==> src/hdl/fsktsg_pkg.sv <==
package fsktsg_pkg;

   localparam int SAMPLE_BITS      = 12;
   localparam int MAX_SYMBOLS_DEF  = 1024;
   localparam int MAX_TONE_LEN_DEF = 256;

   localparam int CMD_W       = 2;
   localparam int ADDR_W      = 10;
   localparam int VALUE_W     = 12;
   localparam int POS_OUT_W   = 10;
   localparam int SYM_W       = 2;
   localparam int TDATA_W     = 24;
   localparam int CSR_INDEX_W = 3;
   localparam int CSR_DATA_W  = 12;

   localparam logic [CMD_W-1:0] CMD_TICK     = 2'd0;
   localparam logic [CMD_W-1:0] CMD_WR_SYM   = 2'd1;
   localparam logic [CMD_W-1:0] CMD_WR_LOW   = 2'd2;
   localparam logic [CMD_W-1:0] CMD_WR_HIGH  = 2'd3;

   localparam logic [SYM_W-1:0] SYM_LOW      = 2'd0;
   localparam logic [SYM_W-1:0] SYM_HIGH     = 2'd1;
   localparam logic [SYM_W-1:0] SYM_SILENCE  = 2'd2;

   localparam logic [CSR_INDEX_W-1:0] REG_LOW_LEN     = 3'd0;
   localparam logic [CSR_INDEX_W-1:0] REG_HIGH_LEN    = 3'd1;
   localparam logic [CSR_INDEX_W-1:0] REG_LOW_PERIODS = 3'd2;
   localparam logic [CSR_INDEX_W-1:0] REG_HIGH_PERIODS = 3'd3;
   localparam logic [CSR_INDEX_W-1:0] REG_MID_LEVEL   = 3'd4;
   localparam logic [CSR_INDEX_W-1:0] REG_STREAM_LEN  = 3'd5;
   localparam logic [CSR_INDEX_W-1:0] REG_TX_ENABLE   = 3'd6;

   typedef struct packed {
      logic [8:0]             low_tone_len;
      logic [8:0]             high_tone_len;
      logic [7:0]             low_periods;
      logic [7:0]             high_periods;
      logic [SAMPLE_BITS-1:0] mid_level;
      logic [10:0]            stream_length;
      logic                   tx_enable;
   } cfg_type;

   localparam cfg_type CFG_RESET = '{
      low_tone_len:  9'd96,
      high_tone_len: 9'd48,
      low_periods:   8'd3,
      high_periods:  8'd6,
      mid_level:     12'd2047,
      stream_length: 11'd1024,
      tx_enable:     1'b1
   };

   typedef struct packed {
      logic               tick;
      logic               sym_we;
      logic               low_we;
      logic               high_we;
      logic [ADDR_W-1:0]  addr;
      logic [VALUE_W-1:0] value;
   } op_type;

   typedef struct packed {
      logic [SAMPLE_BITS-1:0] sample;
      logic [POS_OUT_W-1:0]   position;
      logic [SYM_W-1:0]       symbol;
      logic                   done;
   } result_type;

endpackage

==> src/hdl/fsktsg_csr.sv <==
module fsktsg_csr (
   input  logic                                clock,
   input  logic                                reset,
   input  logic                                wr_en,
   input  logic [fsktsg_pkg::CSR_INDEX_W-1:0]  wr_index,
   input  logic [fsktsg_pkg::CSR_DATA_W-1:0]   wr_data,
   output fsktsg_pkg::cfg_type                 cfg
);

   fsktsg_pkg::cfg_type cfg_ff;
   fsktsg_pkg::cfg_type cfg_in;

   always_comb begin
      cfg_in = cfg_ff;
      if (wr_en) begin
         case (wr_index)
            fsktsg_pkg::REG_LOW_LEN:      cfg_in.low_tone_len  = wr_data[8:0];
            fsktsg_pkg::REG_HIGH_LEN:     cfg_in.high_tone_len = wr_data[8:0];
            fsktsg_pkg::REG_LOW_PERIODS:  cfg_in.low_periods   = wr_data[7:0];
            fsktsg_pkg::REG_HIGH_PERIODS: cfg_in.high_periods  = wr_data[7:0];
            fsktsg_pkg::REG_MID_LEVEL:
               cfg_in.mid_level = wr_data[fsktsg_pkg::SAMPLE_BITS-1:0];
            fsktsg_pkg::REG_STREAM_LEN:   cfg_in.stream_length = wr_data[10:0];
            fsktsg_pkg::REG_TX_ENABLE:    cfg_in.tx_enable     = wr_data[0];
            default: ;
         endcase
      end
   end

   always_ff @(posedge clock) begin
      if (reset) begin
         cfg_ff <= fsktsg_pkg::CFG_RESET;
      end else begin
         cfg_ff <= cfg_in;
      end
   end

   assign cfg = cfg_ff;

endmodule

==> config.mk <==
export PLATFORM = sky130hd
export DESIGN_NAME = fsktsg_csr
export DESIGN_NICKNAME = d
export VERILOG_FILES = /design/src/hdl/fsktsg_pkg.sv /design/src/hdl/fsktsg_csr.sv
export SDC_FILE = /design/constraint.sdc
export NUM_CORES = 1
export LEC_CHECK = 0
export BUFFER_PORTS_ARGS = -buffer_cell sky130_fd_sc_hd__buf_2
export CORE_ASPECT_RATIO = 1.25
export CORE_MARGIN = 5
export CORE_UTILIZATION = 45
export CTS_CLUSTER_DIAMETER = 200
export DETAILED_ROUTE_END_ITERATION = 6
export PLACE_DENSITY = 0.78
export SYNTH_ARGS = -nofsm -noshare
export SYNTH_HDL_FRONTEND = slang
export SYNTH_SLANG_ARGS = --single-unit
==> constraint.sdc <==
create_clock -name clock -period 1.2 [get_ports clock]
set_input_delay 0.24 -clock clock [delete_from_list [all_inputs] [get_ports clock]]
set_output_delay 0.24 -clock clock [all_outputs]
set_load 0.03 [all_outputs]
==> results.py <==
metrics = {
    "clock_tree": {
        "cts-hold-fix-buffers": 0,
        "cts_tree": "done",
        "cts_setup_buffers": 0,
        "clkSinkCount": 58,
        "cts_resized": 0,
        "clk_latency_ns": 0.33,
        "clock_path_buffers": 2,
        "clk_pin_slew_ns": 0.07,
        "cts_buffers": 9,
        "h-tree-depth": 3,
        "cts_root_buffer": "clkbuf_8",
    },
    "detailed_routing": {
        "vias": 1771,
        "drc": 0,
        "dr.pass1.iters": 4,
        "initialDrtViolationCount": 62,
        "ant_nets": 0,
        "wl_per_cell_microns": 14.4,
        "routed_wirelength_microns": 5390,
        "viasPerCell": 4.74,
    },
    "timing": {
        "rsz0062_at_grt": "no",
        "clock.fmax_ghz": 0.868,
        "final.setup.worst_slack_ns": 0.0483,
        "setup_viol": 0,
        "skew_ns": 0,
        "hold_viol_final": 0,
        "period_share_pct": 96.0,
        "min_period_ns": 1.15,
        "timing.hold.ws_ns": 0.173,
        "setup-tns-final_ns": 0,
        "tightest_slew_ns": 0.316,
        "slew_viol_final": 0,
        "slew_headroom_pct": 78.6,
    },
    "place": {
        "placed_cell_area_sq_um": 2860,
        "hpwl_microns": 3890,
        "pre_cts_slack_ns": -0.148,
        "portBuffers": 75,
        "dp.cells": 358,
        "gp_congestion": 0.711,
    },
    "power": {
        "p_per_area_nw_per_um2": 1450,
        "finalPower_mw": 4.48,
        "peakVddDrop_v": 0.00107,
        "leakage_nw": 1.50,
    },
    "layout": {
        "syn2layout_area_growth_pct": 33.1,
        "drive_gt1_share_pct": 35.3,
        "num_antenna_cells": 0,
        "nets": 325,
        "largest_reg_flops": 58,
        "final_core_util_pct": 61.4,
        "postLayoutCellArea_sq_um": 3100,
        "final_cells": 374,
    },
    "setup_path": {
        "worstPathCellList": "buf_2",
        "crit_path_top_delay_cell": "dfxtp_1",
        "critPathMaxFanout": 2,
        "max_stage_delay_ns": 0.36,
        "crit_arrival_ns": 0.91,
        "cp_num_buf_inv": 1,
        "required_ns": 0.96,
        "cp-end-kind": "output port",
        "crit_type": "reg -> out",
        "critPathTopFamily": "flip-flops",
        "cp-start-kind": "flip-flop",
    },
    "grt": {
        "gr-total-overflow": 0,
        "grtUsageTotal_pct": 17.3,
        "antenna_found_initial": 0,
        "grt_pass1_wl_microns": 8880,
        "grt_max_degree": 32,
        "grt_pass1_vias": 1817,
    },
    "floorplanning": {
        "num_rows": 29,
        "ioPinCount": 76,
        "dieHeight_microns": 90.4,
        "dieArea_sq_um": 6720,
        "core_sq_um": 5040,
        "initial_utilization_pct": 46.1,
        "dieWidth_microns": 74.3,
    },
    "synth": {
        "ys_ff_latch": 58,
        "seq_area_frac_synth_pct": 49.9,
        "synth_area_sq_um": 2330,
        "ys_top_cells_by_area": "dfxtp_1 50%, mux2i_1 25%, nand2b_1 13%",
        "async_flop_share_pct": 0,
        "yosys_warnings": 0,
        "ys_types": 13,
        "synth_area_per_cell_sq_um": 10.5,
        "yosys.area.top_type": "dfxtp_1",
        "synth_nets": 239,
        "synth_edf_count": 0,
        "synth_top_flop_cell": "dfxtp_1",
        "ys_top_cells_by_count": "58 x dfxtp_1, 58 x mux2i_1, 48 x nand2b_1",
        "synth_top_cell_area_share_pct": 49.9,
        "netlist_instances": 221,
    },
    "job": {
        "cap_violations": 0,
    },
    "hold_path": {
        "holdCritPathClass": "in -> reg",
    },
    "outcome": {
        "outcome": "finished clean",
    },
}
logic make-up (layout without fill, tap and decap cells):
logic type,Yosys count,after routing,synth area share [%]
flops,58,58,49.9
mux,58,58,24.9
buf+inv,16,107,3.12
simple gates,89,89,22.0
final cells by class:
cell class | count | area [sq um]
timing repair buffer | 91 | 520
tap | 62 | 77.6
sequential | 58 | 1160
fill | 433 | 1950
multi-input combinational | 147 | 1100
clock buffer | 12 | 165
clock inverter | 4 | 72.6
layout by cell type (no fill, tap or decap):
master      netlist  routed
clkinvlp_4        0       1
clkinv_2          0       1
buf_12            0       2
or4b_1            1       1
nand4bb_1         1       1
bufinv_16         0       2
dfxtp_1          58      58
and4bb_2          2       2
clkbuf_8          0      12
and4b_1           1       1
nor2_1           32      32
nand2b_1         48      48
mux2i_1          58      58
buf_2             7      75
nand4b_1          3       3
nor4bb_2          0       1
buf_4             1      14
where the power goes:
group / internal (mW) / leakage [nW] / total [mW] / switching, mW
clock network: 1.34 / 0.119 / 2.10 / 0.762
registers: 1.97 / 0.470 / 1.99 / 0.0219
logic: 0.162 / 0.910 / 0.397 / 0.235
total: 3.47 / 1.50 / 4.48 / 1.02
worst paths after layout:
path / startpoint / depth (start not counted) / endpoint / slack [ns]
worst max register to register: cfg[49]$_SDFFE_PP0P_ / 2 / cfg[49]$_SDFFE_PP0P_ / 0.57
worst max-delay path: cfg[55]$_SDFFE_PP1P_ / 1 / cfg[55] / 0.05
worst min-delay path: wr_data[10] / 3 / cfg[11]$_SDFFE_PP1P_ / 0.17
worst min register to register: cfg[23]$_SDFFE_PP0P_ / 2 / cfg[23]$_SDFFE_PP0P_ / 0.47
per-layer routing:
metal | vias up | part of all wire, % | track usage [%]
met2 | 53 | 46 | 25.4
li1 | 904 | - | -
met3 | 9 | 7.4 | 5.90
met4 | 0 | 1.3 | 7.57
met5 | - | 0 | 0
met1 | 805 | 45 | 22.7
No activity file was read; power rests on OpenSTA's default activity.
